==> src/hdl/line_rasterizer_with_slope_glyph_macros.svh <==
// shared assertion forms, clocked on the rising edge, quiet while in reset
`ifndef LINE_RASTERIZER_WITH_SLOPE_GLYPH_MACROS_SVH
`define LINE_RASTERIZER_WITH_SLOPE_GLYPH_MACROS_SVH

// consequent checked in the same cycle
`define LRSG_ASSERT_NOW(label, clk_s, rst_s, ante, cons, msg) \
    label: assert property (@(posedge clk_s) disable iff (!rst_s) (ante) |-> (cons)) \
        else $error(msg);

// consequent checked in the cycle after the antecedent
`define LRSG_ASSERT_NEXT(label, clk_s, rst_s, ante, cons, msg) \
    label: assert property (@(posedge clk_s) disable iff (!rst_s) (ante) |=> (cons)) \
        else $error(msg);

`endif

==> src/hdl/lrsg_pkg.sv <==
`timescale 1ns / 1ps

package lrsg_pkg;

    localparam int COORD_BITS_DEF = 12;
    localparam int SCREEN_BITS    = 12;
    localparam int CFG_INDEX_BITS = 4;
    localparam int QUEUE_DEPTH    = 2;

    localparam logic [SCREEN_BITS-1:0] SCREEN_RESET = SCREEN_BITS'(512);

    localparam logic CMD_START   = 1'b0;
    localparam logic CMD_ADVANCE = 1'b1;

    localparam logic [CFG_INDEX_BITS-1:0] REG_SCREEN_WIDTH  = CFG_INDEX_BITS'(0);
    localparam logic [CFG_INDEX_BITS-1:0] REG_SCREEN_HEIGHT = CFG_INDEX_BITS'(1);

    typedef enum logic [1:0] {
        GLYPH_DASH      = 2'd0,
        GLYPH_BAR       = 2'd1,
        GLYPH_BACKSLASH = 2'd2,
        GLYPH_SLASH     = 2'd3
    } glyph_t;

endpackage

==> src/hdl/lrsg_fifo.sv <==
`timescale 1ns / 1ps
`include "line_rasterizer_with_slope_glyph_macros.svh"

module lrsg_fifo #(
    parameter int WIDTH = 8,
    parameter int DEPTH = lrsg_pkg::QUEUE_DEPTH
) (
    input  logic             clk,
    input  logic             rst_n,
    input  logic             push,
    input  logic [WIDTH-1:0] data_in,
    output logic             full,
    input  logic             pop,
    output logic [WIDTH-1:0] data_out,
    output logic             empty
);
    import lrsg_pkg::*;

    localparam int AW = (DEPTH > 1) ? $clog2(DEPTH) : 1;
    localparam int CW = $clog2(DEPTH + 1);

    logic [WIDTH-1:0] mem_reg [DEPTH];
    logic [AW-1:0]    wr_ptr_reg, wr_ptr_next;
    logic [AW-1:0]    rd_ptr_reg, rd_ptr_next;
    logic [CW-1:0]    count_reg, count_next;
    logic             do_push;
    logic             do_pop;

    assign full     = (count_reg == CW'(DEPTH));
    assign empty    = (count_reg == '0);
    assign data_out = mem_reg[rd_ptr_reg];
    assign do_push  = push && !full;
    assign do_pop   = pop && !empty;

    always_comb
    begin
        wr_ptr_next = wr_ptr_reg;
        rd_ptr_next = rd_ptr_reg;
        count_next  = count_reg;
        if (do_push)
        begin
            wr_ptr_next = (wr_ptr_reg == AW'(DEPTH - 1)) ? '0 : wr_ptr_reg + AW'(1);
        end
        if (do_pop)
        begin
            rd_ptr_next = (rd_ptr_reg == AW'(DEPTH - 1)) ? '0 : rd_ptr_reg + AW'(1);
        end
        if (do_push && !do_pop)
        begin
            count_next = count_reg + CW'(1);
        end
        else if (do_pop && !do_push)
        begin
            count_next = count_reg - CW'(1);
        end
    end

    always_ff @(posedge clk or negedge rst_n)
    begin
        if (!rst_n)
        begin
            wr_ptr_reg <= '0;
            rd_ptr_reg <= '0;
            count_reg  <= '0;
        end
        else
        begin
            wr_ptr_reg <= wr_ptr_next;
            rd_ptr_reg <= rd_ptr_next;
            count_reg  <= count_next;
        end
    end

    always_ff @(posedge clk)
    begin
        if (do_push)
        begin
            mem_reg[wr_ptr_reg] <= data_in;
        end
    end

    `LRSG_ASSERT_NOW(a_count_in_range, clk, rst_n, 1'b1, count_reg <= CW'(DEPTH),
        "fifo count beyond depth")
    `LRSG_ASSERT_NEXT(a_push_grows, clk, rst_n, do_push && !do_pop,
        count_reg == $past(count_reg) + CW'(1), "push alone did not add a word")
    `LRSG_ASSERT_NEXT(a_pop_shrinks, clk, rst_n, do_pop && !do_push,
        count_reg == $past(count_reg) - CW'(1), "pop alone did not remove a word")

endmodule

==> src/hdl/lrsg_front.sv <==
`timescale 1ns / 1ps

module lrsg_front #(
    parameter int COORD_BITS = lrsg_pkg::COORD_BITS_DEF
) (
    input  logic                         push,
    input  logic                         cmd,
    input  logic signed [COORD_BITS-1:0] x_start,
    input  logic signed [COORD_BITS-1:0] y_start,
    input  logic signed [COORD_BITS-1:0] x_end,
    input  logic signed [COORD_BITS-1:0] y_end,
    output logic                         full,
    output logic                         q_push,
    output logic [6*COORD_BITS+4:0]      q_word,
    input  logic                         q_full
);
    import lrsg_pkg::*;

    localparam int N = COORD_BITS;

    logic signed [N:0] diff_x;
    logic signed [N:0] diff_y;
    logic [N-1:0]      dx;
    logic [N-1:0]      dy;
    logic              dx_neg;
    logic              dy_neg;
    glyph_t            glyph;

    assign full   = q_full;
    assign q_push = push && !q_full;

    always_comb
    begin
        diff_x = (N+1)'(x_end) - (N+1)'(x_start);
        diff_y = (N+1)'(y_end) - (N+1)'(y_start);
        // negative step unless the end is strictly greater
        dx_neg = !(x_start < x_end);
        dy_neg = !(y_start < y_end);
        dx     = dx_neg ? N'(-diff_x) : N'(diff_x);
        dy     = dy_neg ? N'(-diff_y) : N'(diff_y);

        if ({1'b0, dx} > {dy, 1'b0})
        begin
            glyph = GLYPH_DASH;
        end
        else if ({1'b0, dy} > {dx, 1'b0})
        begin
            glyph = GLYPH_BAR;
        end
        else if (dx_neg == dy_neg)
        begin
            glyph = GLYPH_BACKSLASH;
        end
        else
        begin
            glyph = GLYPH_SLASH;
        end
    end

    assign q_word = {glyph, dy_neg, dx_neg, dy, dx, y_end, x_end, y_start, x_start, cmd};

endmodule

==> src/hdl/lrsg_back.sv <==
`timescale 1ns / 1ps
`include "line_rasterizer_with_slope_glyph_macros.svh"

module lrsg_back #(
    parameter int COORD_BITS = lrsg_pkg::COORD_BITS_DEF
) (
    input  logic                             clk,
    input  logic                             rst_n,
    input  logic [lrsg_pkg::SCREEN_BITS-1:0] screen_width,
    input  logic [lrsg_pkg::SCREEN_BITS-1:0] screen_height,
    input  logic                             cmd_empty,
    input  logic [6*COORD_BITS+4:0]          cmd_word,
    output logic                             cmd_pop,
    input  logic                             res_full,
    output logic                             res_push,
    output logic [2*COORD_BITS+4:0]          res_word
);
    import lrsg_pkg::*;

    localparam int N  = COORD_BITS;
    localparam int EW = N + 2;
    localparam int SW = N + 3;
    localparam int MW = (N - 1 > SCREEN_BITS) ? N - 1 : SCREEN_BITS;

    // queued word fields
    logic         w_cmd;
    logic [N-1:0] w_x0, w_y0, w_x1, w_y1, w_dx, w_dy;
    logic         w_dx_neg, w_dy_neg;
    logic [1:0]   w_glyph;

    // line state
    logic [N-1:0]  cur_col_reg, cur_col_next;
    logic [N-1:0]  cur_row_reg, cur_row_next;
    logic [N-1:0]  goal_col_reg, goal_col_next;
    logic [N-1:0]  goal_row_reg, goal_row_next;
    logic [N-1:0]  dx_reg, dx_next;
    logic [N-1:0]  dy_reg, dy_next;
    logic          dx_neg_reg, dx_neg_next;
    logic          dy_neg_reg, dy_neg_next;
    logic [EW-1:0] err_reg, err_next;
    logic [1:0]    glyph_reg, glyph_next;
    logic          busy_reg, busy_next;

    logic                 go;
    logic                 is_start;
    logic signed [SW-1:0] e2, dx_ext, dy_ext, err_sum;
    logic                 step_x, step_y;
    logic [N-1:0]         col_new, row_new;
    logic                 at_goal;
    logic                 on_screen;
    logic                 res_valid, res_we, res_last;
    logic [N-1:0]         res_x, res_y;
    logic [1:0]           res_glyph;

    assign {w_glyph, w_dy_neg, w_dx_neg, w_dy, w_dx, w_y1, w_x1, w_y0, w_x0, w_cmd} = cmd_word;

    assign go       = !cmd_empty && !res_full;
    assign cmd_pop  = go;
    assign res_push = go;
    assign is_start = (w_cmd == CMD_START);

    // one bresenham step from the stored state
    always_comb
    begin
        e2      = $signed({err_reg, 1'b0});
        dx_ext  = $signed({3'b000, dx_reg});
        dy_ext  = $signed({3'b000, dy_reg});
        step_x  = e2 > -dy_ext;
        step_y  = e2 < dx_ext;
        err_sum = $signed({err_reg[EW-1], err_reg})
                  - (step_x ? dy_ext : '0) + (step_y ? dx_ext : '0);
    end

    always_comb
    begin
        cur_col_next  = cur_col_reg;
        cur_row_next  = cur_row_reg;
        goal_col_next = goal_col_reg;
        goal_row_next = goal_row_reg;
        dx_next       = dx_reg;
        dy_next       = dy_reg;
        dx_neg_next   = dx_neg_reg;
        dy_neg_next   = dy_neg_reg;
        err_next      = err_reg;
        glyph_next    = glyph_reg;
        busy_next     = busy_reg;

        if (is_start)
        begin
            col_new = w_x0;
            row_new = w_y0;
            at_goal = (w_x0 == w_x1) && (w_y0 == w_y1);
        end
        else
        begin
            col_new = cur_col_reg + (step_x ? (dx_neg_reg ? '1 : N'(1)) : '0);
            row_new = cur_row_reg + (step_y ? (dy_neg_reg ? '1 : N'(1)) : '0);
            at_goal = (col_new == goal_col_reg) && (row_new == goal_row_reg);
        end

        on_screen = !col_new[N-1] && !row_new[N-1]
                    && (MW'(col_new[N-2:0]) < MW'(screen_width))
                    && (MW'(row_new[N-2:0]) < MW'(screen_height));

        res_valid = is_start || busy_reg;
        res_x     = res_valid ? col_new : '0;
        res_y     = res_valid ? row_new : '0;
        res_glyph = is_start ? w_glyph : (busy_reg ? glyph_reg : GLYPH_DASH);
        res_we    = res_valid && on_screen;
        res_last  = res_valid && at_goal;

        if (go)
        begin
            if (is_start)
            begin
                cur_col_next  = w_x0;
                cur_row_next  = w_y0;
                goal_col_next = w_x1;
                goal_row_next = w_y1;
                dx_next       = w_dx;
                dy_next       = w_dy;
                dx_neg_next   = w_dx_neg;
                dy_neg_next   = w_dy_neg;
                err_next      = EW'($signed({2'b00, w_dx}) - $signed({2'b00, w_dy}));
                glyph_next    = w_glyph;
                busy_next     = !at_goal;
            end
            else if (busy_reg)
            begin
                cur_col_next = col_new;
                cur_row_next = row_new;
                err_next     = err_sum[EW-1:0];
                busy_next    = !at_goal;
            end
        end
    end

    assign res_word = {res_last, res_valid, res_we, res_glyph, res_y, res_x};

    always_ff @(posedge clk or negedge rst_n)
    begin
        if (!rst_n)
        begin
            cur_col_reg  <= '0;
            cur_row_reg  <= '0;
            goal_col_reg <= '0;
            goal_row_reg <= '0;
            dx_reg       <= '0;
            dy_reg       <= '0;
            dx_neg_reg   <= 1'b0;
            dy_neg_reg   <= 1'b0;
            err_reg      <= '0;
            glyph_reg    <= GLYPH_DASH;
            busy_reg     <= 1'b0;
        end
        else
        begin
            cur_col_reg  <= cur_col_next;
            cur_row_reg  <= cur_row_next;
            goal_col_reg <= goal_col_next;
            goal_row_reg <= goal_row_next;
            dx_reg       <= dx_next;
            dy_reg       <= dy_next;
            dx_neg_reg   <= dx_neg_next;
            dy_neg_reg   <= dy_neg_next;
            err_reg      <= err_next;
            glyph_reg    <= glyph_next;
            busy_reg     <= busy_next;
        end
    end

    `LRSG_ASSERT_NOW(a_busy_off_goal, clk, rst_n, busy_reg,
        (cur_col_reg != goal_col_reg) || (cur_row_reg != goal_row_reg),
        "line busy while sitting on its endpoint")
    `LRSG_ASSERT_NEXT(a_last_ends_line, clk, rst_n, res_push && res_last, !busy_reg,
        "line still busy after its last pixel")
    `LRSG_ASSERT_NOW(a_idle_word_quiet, clk, rst_n, res_push && !res_valid,
        !res_we && !res_last, "inactive word carries enable or last")
    `LRSG_ASSERT_NEXT(a_idle_advance_stays, clk, rst_n, go && !is_start && !busy_reg,
        !busy_reg && $stable(cur_col_reg) && $stable(cur_row_reg),
        "advance while idle changed the line")

endmodule

==> src/hdl/line_rasterizer_with_slope_glyph.sv <==
`timescale 1ns / 1ps
// path: a pushed word is registered in the command queue, stepped, then registered in the result queue
// throughput: one word per cycle while no queue stalls; each step is one add and compare of the line state
// the command and result queues are two words deep, so either side may stall alone
// reset (rst_n low, asynchronous): both queues empty, no line active, screen 512 x 512

module line_rasterizer_with_slope_glyph #(
    parameter int COORD_BITS = lrsg_pkg::COORD_BITS_DEF
) (
    input  logic                                clk,
    input  logic                                rst_n,
    input  logic                                push,
    output logic                                full,
    input  logic                                cmd,
    input  logic signed [COORD_BITS-1:0]        x_start,
    input  logic signed [COORD_BITS-1:0]        y_start,
    input  logic signed [COORD_BITS-1:0]        x_end,
    input  logic signed [COORD_BITS-1:0]        y_end,
    output logic                                empty,
    input  logic                                pop,
    output logic signed [COORD_BITS-1:0]        pixel_x,
    output logic signed [COORD_BITS-1:0]        pixel_y,
    output logic [1:0]                          glyph,
    output logic                                write_enable,
    output logic                                pixel_valid,
    output logic                                last,
    input  logic                                cfg_valid,
    output logic                                cfg_ready,
    input  logic [lrsg_pkg::CFG_INDEX_BITS-1:0] cfg_index,
    input  logic [lrsg_pkg::SCREEN_BITS-1:0]    cfg_data
);
    import lrsg_pkg::*;

    localparam int CMD_W = 6 * COORD_BITS + 5;
    localparam int RES_W = 2 * COORD_BITS + 5;

    logic [SCREEN_BITS-1:0] width_reg, width_next;
    logic [SCREEN_BITS-1:0] height_reg, height_next;

    logic             q_push, q_full, q_pop, q_empty;
    logic [CMD_W-1:0] q_word_in, q_word_out;
    logic             r_push, r_full;
    logic [RES_W-1:0] r_word_in, r_word_out;

    assign cfg_ready = 1'b1;

    always_comb
    begin
        width_next  = width_reg;
        height_next = height_reg;
        if (cfg_valid && cfg_ready)
        begin
            case (cfg_index)
                REG_SCREEN_WIDTH:  width_next  = cfg_data;
                REG_SCREEN_HEIGHT: height_next = cfg_data;
                default:           ;
            endcase
        end
    end

    always_ff @(posedge clk or negedge rst_n)
    begin
        if (!rst_n)
        begin
            width_reg  <= SCREEN_RESET;
            height_reg <= SCREEN_RESET;
        end
        else
        begin
            width_reg  <= width_next;
            height_reg <= height_next;
        end
    end

    lrsg_front #(
        .COORD_BITS (COORD_BITS)
    ) u_front (
        .push    (push),
        .cmd     (cmd),
        .x_start (x_start),
        .y_start (y_start),
        .x_end   (x_end),
        .y_end   (y_end),
        .full    (full),
        .q_push  (q_push),
        .q_word  (q_word_in),
        .q_full  (q_full)
    );

    lrsg_fifo #(
        .WIDTH (CMD_W),
        .DEPTH (QUEUE_DEPTH)
    ) u_cmd_queue (
        .clk      (clk),
        .rst_n    (rst_n),
        .push     (q_push),
        .data_in  (q_word_in),
        .full     (q_full),
        .pop      (q_pop),
        .data_out (q_word_out),
        .empty    (q_empty)
    );

    lrsg_back #(
        .COORD_BITS (COORD_BITS)
    ) u_back (
        .clk           (clk),
        .rst_n         (rst_n),
        .screen_width  (width_reg),
        .screen_height (height_reg),
        .cmd_empty     (q_empty),
        .cmd_word      (q_word_out),
        .cmd_pop       (q_pop),
        .res_full      (r_full),
        .res_push      (r_push),
        .res_word      (r_word_in)
    );

    lrsg_fifo #(
        .WIDTH (RES_W),
        .DEPTH (QUEUE_DEPTH)
    ) u_res_queue (
        .clk      (clk),
        .rst_n    (rst_n),
        .push     (r_push),
        .data_in  (r_word_in),
        .full     (r_full),
        .pop      (pop),
        .data_out (r_word_out),
        .empty    (empty)
    );

    assign {last, pixel_valid, write_enable, glyph, pixel_y, pixel_x} = r_word_out;

endmodule

==> config.mk <==
export PLATFORM = sky130hd
export DESIGN_NAME = line_rasterizer_with_slope_glyph
export DESIGN_NICKNAME = d
export VERILOG_FILES = /design/src/hdl/lrsg_pkg.sv /design/src/hdl/lrsg_fifo.sv /design/src/hdl/lrsg_front.sv /design/src/hdl/lrsg_back.sv /design/src/hdl/line_rasterizer_with_slope_glyph.sv
export VERILOG_INCLUDE_DIRS = /design/src /design/src/hdl
export SDC_FILE = /design/constraint.sdc
export NUM_CORES = 1
export LEC_CHECK = 0
export ABC_AREA = 1
export ABC_CLOCK_PERIOD_IN_PS = 5300
export BUFFER_PORTS_ARGS = -buffer_cell sky130_fd_sc_hd__buf_2
export CAP_MARGIN = 15
export CORE_MARGIN = 4
export CORE_UTILIZATION = 55
export CTS_CLUSTER_SIZE = 25
export DETAILED_ROUTE_END_ITERATION = 6
export HOLD_SLACK_MARGIN = 0.08
export PLACE_DENSITY = 0.81
export SKIP_LAST_GASP = 1
export SLEW_MARGIN = 20
export SYNTH_ARGS = -nofsm -noshare
export SYNTH_HDL_FRONTEND = slang
export SYNTH_SLANG_ARGS = --single-unit
==> constraint.sdc <==
create_clock -name clk -period 5.3 [get_ports clk]
set_clock_uncertainty 0.2 [all_clocks]
set_input_delay 0.53 -clock clk [delete_from_list [all_inputs] [get_ports clk]]
set_output_delay 0.53 -clock clk [all_outputs]
set_load 0.005 [all_outputs]
# Word-level counts from Yosys, hierarchy flattened
# Memory sizes are Yosys's and may differ from the RTL's.
# Index checks and enable logic that the tools add are counted.
# word_totals
memories	2
mem_bits_rw	212
ff_bits	123
out_inout_bits	32
# op_classes
addsub	18
n_eq_ne	9
n_mux	38
n_reduce_logical	40
magnitude_cmp	8
bitwise_logic	1
# memory_table
memory	words	word_bits	read_ports	rd_ports_with_merged_regs	write_ports	line	rtl
u_cmd_queue.mem_reg	2	77	1	0	1	lrsg_fifo.sv:22	logic [WIDTH-1:0] mem_reg [DEPTH];
u_res_queue.mem_reg	2	29	1	0	1	lrsg_fifo.sv:22	
# ops
cell	n
$mux W12	16
$eq A12 B12 Y1	4
$mux W14	2
$gt A12 B13 Y1	2
$add A12 B12 Y12	2
$lt A11 B12 Y1	2
$lt A12 B12 Y1	2
$neg A12 Y12	2
$sub A12 B12 Y12	2
$logic_and A1 B1 Y1	17
$mux W2	8
$gt A15 B15 Y1	1
$lt A15 B13 Y1	1
$neg A12 Y15	1
$add A14 B14 Y14	1
$sub A14 B12 Y14	1
$logic_not A1 Y1	13
$sub A12 B12 Y13	1
$mux W1	12
$reduce_and A2 Y1	4
$add A1 B1 Y1 const B	4
$add A2 B1 Y2 const B	2
$eq A2 B2 Y1 const B	2
$eq A4 B1 Y1 const B	1
other kinds (8)	11

# Longest topological paths before layout
# Gate-level depths: netlist (run 1).
# depth
depth_word	10
mapped_depth	40
mapped_depth_nobuf	39

# Cells and area by module
# A second synthesis (run 1) with hierarchy kept.
# hier_totals
cells_unflattened	2566
area_unflattened_um2	21105.2
# modules_own_cells
module	cells_per_inst	area_per_inst_um2	n_inst
lrsg_back	1294	8755.9	1
lrsg_fifo (u_cmd_queue)	434	5831.8	1
lrsg_front	543	3128.0	1
lrsg_fifo (u_res_queue)	183	2332.2	1
line_rasterizer_with_slope_glyph	112	1057.3	1

# Worst setup path after synthesis (run 1)
# Ideal clock, no wire load.
# synth_path
path_type	flip-flop to flip-flop
startpoint	register u_back.dy_reg[0]
endpoint	register u_back.err_reg[12]
stages_incl_launch_ff	37
setup_time_ns	0.087
t_arrival_ns	5.110
required_ns	5.013
path_buffers	1
slack_ns	-0.097
cell_sequence	dfrtp_1 > inv_1 > ha_1 > nand3_1 > nor2_1 > nand2_1 > nor3_1 > nand2_1 > nor2_1 > xor2_1 > ha_1 > nand2_1 > inv_1 > nand2_1 > nand2_1 > a21oi_1 > nand3_2 > nand3_2 > clkbuf_1 > nor2_1 > fa_1 > inv_1 > ha_1 > inv_1 > o31ai_1 > and2_1 > o21a_1 > nor2_1 > o21ai_0 > nand3_1 > nand2_1 > nand2_1 > nand2_1 > a21oi_1 > a21oi_1 > o21ai_0 > a22oi_1
# synth_between
elab_chain_cells	7
# synth_lines
element	line	rtl
start, declared	lrsg_back.sv:37	logic [N-1:0] dy_reg, dy_next;
start signal, assigned	lrsg_back.sv:163	dy_reg <= dy_next;
$neg A12 Y15	lrsg_back.sv:68	step_x = e2 > -dy_ext;
$gt A15 B15 Y1	lrsg_back.sv:68	
$mux W12 *	lrsg_back.sv:71	- (step_x ? dy_ext : '0) + (step_y ? dx_ext : '0);
$sub A14 B12 Y14 *	lrsg_back.sv:71	
$add A14 B14 Y14 *	lrsg_back.sv:71	
$mux W14 *	lrsg_back.sv:128	else if (busy_reg)
$mux W14 *	lrsg_back.sv:114	if (is_start)
end signal, assigned	lrsg_back.sv:166	err_reg <= err_next;
end, declared	lrsg_back.sv:40	logic [EW-1:0] err_reg, err_next;
# Mark *: on every way between the ends. The rest lies on a longest branch, timed or not. The select of a mux whose other input is x is not followed.
# A chain may end at the register's enable or synchronous reset.

# Worst setup path in the final report (run 1)
# layout_path
startpoint	register u_back.dy_reg[2]
endpoint	register u_back.err_reg[13]
# The elaborated chain is that of the path after synthesis.

==> impl_metrics.toml, run 1 <==
[status]
run_status = "finished, violations left"
violations = "negative setup slack"

[setup_path]
timing.critical_path.to_type = "register"
worst_path_max_fanout = 8
r2r-end = "u_back.err_reg[13]$_DFFE_PN0P_"
crit_required_ps = 5460
crit_arrival_ps = 5560
worstSetupPathType = "register to register"
timing.reg2reg.setup_slack_ps = -100
cpPeakStageDelay_ps = 540
crit_path_start_kind = "register"
regToRegStartpoint = "u_back.dy_reg[2]$_DFFE_PN0P_"
reg2reg_depth = 35
cpMostUsedCell = "nand2_1"
critPathSlowestCell = "fa_1"

[detailed_routing]
num_vias = 16300
totalWireLength_um = 52100
detail_route.iter0.violations = 1604
drc = 0
detail_route.vias_per_cell = 5.53
avgRoutedWirePerCell_um = 17.6
detailedRoute.firstPassIterationCount = 6
ant_nets = 0

[cells_and_area]
post-route-util_pct = 69.0
fin_nets = 2696
instances_no_fill = 2955
areaGrowthSynthToFinish_pct = 23.1
multiInputGateArea_um2 = 9340
n_fill_cell = 2460
antenna_cells = 0
seq_area_um2 = 9450
drive_above_1_share_pct = 21.5
largest_reg_flops = 154

[clock_network]
clock_tree_from_tritoncts = "built"
ctsLongestPathBuffers = 3
ctsHtreeMaxLevel = 2
cts_buffers = 36
tritoncts_num_sinks = 335
path_clk_slew_ps = 70
worstSkewPairLatency_ps = 530
ctsRootBufferMaster = "clkbuf_16"

[synth]
syn-mean-instance-area_um2 = 8.99
synthesis.area_um2 = 19500
post_synth_edffs = 212
ffs_w_async_s_r_synth_pct = 36.7
synth_most_common_cell = "nand2_1"
mappedNetlistNets = 2393
seq_area_frac_synth_pct = 48.4
netlist-cell-type-count = 60
postSynthCellCount = 2170
synth_top_flop_cell = "edfxtp_1"
netlist_top_cells_count = "nand2_1 (535), inv_1 (306), edfxtp_1 (212)"
synth_top_area_share_pct = 32.6
number_of_warnings_printed_during_yosys_synthesis = 0
synth.largest_area_cell = "edfxtp_1"
ys_seq_elements = 335
netlist_top_cells_area = "edfxtp_1 (33%), dfrtp_1 (16%), nand2_1 (10%)"

[timing]
final.hold.worst_slack_ps = 117
max_freq_mhz = 185
maxSlewHeadroom_pct = 24.6
period_minus_slack_ps = 5400
number_of_slew_limit_violations_in_the_final_report = 0
setup_slack_of_the_critical_path_after_layout_ps = -102
tightest_slew_ps = 1130
timing.final.crit_share_pct = 102
report.final.setup_viol = 8
rsz0062_at_grt = "yes"
final-hold-violation-count = 0

[die]
floorplan.rows = 68
floorplan.initialDensity_pct = 56.1
floorplan.die.height_um = 196
die-area_um2 = 38500
die_w_um = 196
placeableCoreArea_um2 = 34800
num_io_pins = 102

[worst_hold_path]
hold-path-endpoint = "height_reg[3]$_DFFE_PN0P_"
timing.hold.worst.class = "primary input to register"
hp-start = "cfg_data[3]"
hold_path_depth = 3

[placement]
routability_cong = 0.942
port_buffers = 100
post_place_cells = 2780
hpwlAfterDp_um = 36500

[grt]
antenna_found_initial = 0
global_route_wire_length_before_repair_um = 82100
grt_start_max_net_pins = 78
grt_pass1_vias = 15800
grt.overflow.total = 0
global_route.usage.total_pct = 26.3

[job]
timing.max_cap.violations = 0
[per-layer routing]
metal / routed length (um) / vias up / GRT usage (%)
li1: - / 7779 / -
met3: 3890 / 119 / 3.74
met5: 0 / - / 0
met4: 1710 / 0 / 8.04
met2: 24300 / 677 / 42.3
met1: 22300 / 7759 / 37.4
[critical path: cells and delay by family (launching register included)]
| family | cells | cell delay, ps |
|---|---|---|
| AO/OA/AOI/OAI | 3 | 310 |
| XOR/XNOR | 2 | 310 |
| adder cells (fa/ha/maj) | 3 | 1100 |
| buffers and inverters | 5 | 590 |
| flip-flops | 1 | 440 |
| AND/OR/NAND/NOR | 22 | 2280 |
[layout make-up]
cell class	instances	share of cell area, %
multi-input combinational	1462	38.9
tap	455	2.37
sequential	335	39.3
clock inverter	17	0.662
timing repair buffer	324	9.78
clock buffer	48	4.06
inverter	314	4.91
[worst max-delay path by stage]
| stage | endpoint | start | depth (start not counted) |
|---|---|---|---|
| global placement | u_back.err_reg[12]$_DFFE_PN0P_ | u_back.dy_reg[0]$_DFFE_PN0P_ | 32 |
| CTS | u_back.err_reg[12]$_DFFE_PN0P_ | u_back.dy_reg[1]$_DFFE_PN0P_ | 37 |
| finish | u_back.err_reg[13]$_DFFE_PN0P_ | u_back.dy_reg[2]$_DFFE_PN0P_ | 35 |
| floorplan | u_back.err_reg[12]$_DFFE_PN0P_ | u_back.dy_reg[0]$_DFFE_PN0P_ | 36 |
| global route | u_back.err_reg[13]$_DFFE_PN0P_ | u_back.dy_reg[0]$_DFFE_PN0P_ | 35 |
| detailed placement | u_back.err_reg[12]$_DFFE_PN0P_ | u_back.dy_reg[0]$_DFFE_PN0P_ | 34 |
[cell usage in the layout (no fill, tap or decap), drive strengths merged, types with 2 or more instances in the layout]
cell,Yosys,layout
dlygate4sd3,0,51
a31oi,17,17
a21boi,3,3
nand3b,5,5
dfrtp,121,121
fa,16,16
o21ai,176,176
nand2,543,543
clkinv,3,9
nand3,86,86
xor2,71,71
edfxtp,212,212
mux2i,35,35
or2,32,32
and2,5,5
dfstp,2,2
ha,137,137
o22ai,3,3
o221ai,3,3
inv,311,319
clkinvlp,0,2
nor2,130,130
a21oi,89,89
nor4,9,9
o41ai,5,5
a211oi,7,7
nor3,19,19
o211ai,3,3
xnor2,25,25
o31ai,2,2
buf,16,273
o21bai,5,5
a22oi,3,3
nand4,21,21
clkbuf,43,48
a21o,3,3
o21a,2,2
[through the flow]
step	setup TNS, ps	setup slack [ps]	instance area [um2]
5_1_grt	-3630	-436	24000
2_1_floorplan	0	13.6	19500
6_report	-446	-102	24000
3_5_place_dp	-3010	-479	21200
3_3_place_gp	-1430	-263	21200
4_1_cts	-12.1	-12.1	23600
[kinds of logic (layout without fill, tap and decap cells)]
family          after synthesis  after routing  share of synthesized area (%)
simple gates                851            851                           18.4
fa+ha+maj                   153            153                           10.4
other cells                   1              1                         0.0192
mux                          35             35                           1.80
flops                       335            335                           48.4
xor+xnor                     96             96                           4.31
buf+inv                     373            703                           7.33
compound gates              326            326                           9.27
[timing repair]
item	CTS	global route
gates cloned	1	0
endpoints found under the hold margin	145	0
endpoints found under the setup margin	12	21
hold buffers	51	0
pin swaps	58	68
gates resized for setup	96	96
buffers inserted	46	13
Power of run 1 is not shown: default switching activity piles up to over one toggle a cycle in this logic, so the estimate is an artifact.
==> run 2, diff against run 1 <==
--- a/config.mk
+++ b/config.mk
@@ -21,3 +21,4 @@
 export SYNTH_ARGS = -nofsm -noshare
 export SYNTH_HDL_FRONTEND = slang
 export SYNTH_SLANG_ARGS = --single-unit
+export TNS_END_PERCENT = 10
==> impl_metrics.toml, run 2 (same netlist as run 1, synthesis figures left out) <==
[cells_and_area]
layout_common_cells = "nand2_1 (500), inv_1 (293), edfxtp_1 (212)"
fin_nets = 2685
seq_area_um2 = 9450
instances_no_fill = 2944
n_fill_cell = 2489
areaGrowthSynthToFinish_pct = 22.4
antenna_cells = 0
drive_above_1_share_pct = 20.6
layout_commonest_cell = "nand2_1"
multiInputGateArea_um2 = 9280
largest_reg_flops = 154

[setup_path]
critPathSlowestCell = "dfrtp_2"
crit_path_start_kind = "register"
cpMostUsedCell = "buf_4"
crit_required_ps = 5370
cpPeakStageDelay_ps = 440
worst_path_max_fanout = 5
worstSetupPathType = "register to register"
timing.critical_path.to_type = "register"
crit_arrival_ps = 5490

[status]
violations = "negative setup slack"
run_status = "finished, violations left"

[timing]
number_of_slew_limit_violations_in_the_final_report = 0
report.final.setup_viol = 9
timing.final.crit_share_pct = 102
maxSlewHeadroom_pct = 22.8
final-hold-violation-count = 0
period_minus_slack_ps = 5420
max_freq_mhz = 185
rsz0062_at_grt = "yes"
setup_slack_of_the_critical_path_after_layout_ps = -116
tightest_slew_ps = 1160

[detailed_routing]
totalWireLength_um = 51600
drc = 0
detail_route.vias_per_cell = 5.49
ant_nets = 0
detailedRoute.firstPassIterationCount = 6
detail_route.iter0.violations = 1703
num_vias = 16200
avgRoutedWirePerCell_um = 17.5

[die]
die_w_um = 196
num_io_pins = 102
die-area_um2 = 38500
placeableCoreArea_um2 = 34800
floorplan.initialDensity_pct = 56.1
floorplan.die.height_um = 196
floorplan.rows = 68

[grt]
global_route.usage.total_pct = 26.2
grt_pass1_vias = 15800
global_route_wire_length_before_repair_um = 81800
grt_start_max_net_pins = 78
grt.overflow.total = 0
antenna_found_initial = 0

[placement]
routability_cong = 0.942
port_buffers = 100
hpwlAfterDp_um = 36500
post_place_cells = 2780

[clock_network]
cts_buffers = 36
path_clk_slew_ps = 60
worstSkewPairLatency_ps = 530
clock_tree_from_tritoncts = "built"
ctsHtreeMaxLevel = 2
tritoncts_num_sinks = 335
ctsLongestPathBuffers = 3
ctsRootBufferMaster = "clkbuf_16"

[worst_hold_path]
timing.hold.worst.class = "primary input to register"

[job]
timing.max_cap.violations = 0
run 2: routing by layer:
layer / GRT usage (%) / vias up / share of wire (%)
met5: 0 / - / 0
met4: 7.84 / 0 / 3.4
met3: 3.71 / 119 / 7.7
met2: 42.3 / 669 / 46
met1: 37.4 / 7625 / 43
li1: - / 7756 / -
run 2: through the flow:
step | instance area [um2] | TNS, ps | hold slack, ps | utilization, % | setup WS (ps)
2_1_floorplan | 19500 | 0 | 34.4 | - | 13.6
3_3_place_gp | 21200 | -1430 | 260 | 61.0 | -263
3_5_place_dp | 21200 | -3010 | 274 | 61.0 | -479
4_1_cts | 23500 | -40.6 | 92.8 | 67.6 | -14.3
5_1_grt | 23900 | -4680 | 119 | 68.6 | -407
6_report | 23900 | -635 | 121 | 68.6 | -116
run 2: layout make-up:
class	count	area share [%]
tap	455	2.38
multi-input combinational	1462	38.9
inverter	314	4.94
clock buffer	48	4.09
timing repair buffer	313	9.48
sequential	335	39.6
clock inverter	17	0.665
run 2: worst max-delay path, delay by kind of cell (launching register included):
kind                       cells  cell delay (ps)
AOI/OAI and AO/OA              2              290
xor gates and xnor gates       1              160
adders and majority gates      1              270
buffers and inverters         12             1570
DFF                            1              440
and+or+nand+nor               20             2180
run 2: worst paths after layout:
| path | startpoint | to | slack, ps | cells past startpoint |
|---|---|---|---|---|
| max in group asynchronous | rst_n | height_reg[5]$_DFFE_PN0P_ | 3510 | 3 |
| min reg2reg | height_reg[6]$_DFFE_PN0P_ | height_reg[6]$_DFFE_PN0P_ | 290 | 2 |
| max reg2reg | u_back.dy_reg[2]$_DFFE_PN0P_ | u_res_queue.mem_reg[1][28]$_DFFE_PP_ | -120 | 36 |
| min in group asynchronous | rst_n | u_back.dx_reg[11]$_DFFE_PN0P_ | 350 | 2 |
| max | u_back.dy_reg[2]$_DFFE_PN0P_ | u_res_queue.mem_reg[1][28]$_DFFE_PP_ | -120 | 36 |
| min | cfg_data[5] | width_reg[5]$_DFFE_PN0P_ | 120 | 3 |
run 2: repair_timing:
action,in CTS,in global routing
endpoints found under the hold margin,145,0
setup buffers,40,8
pin swaps,53,63
gates resized for setup,91,79
setup endpoints to repair,12,21
gates cloned,1,0
hold buffers,51,0
Power of run 2 is left out for the same reason.
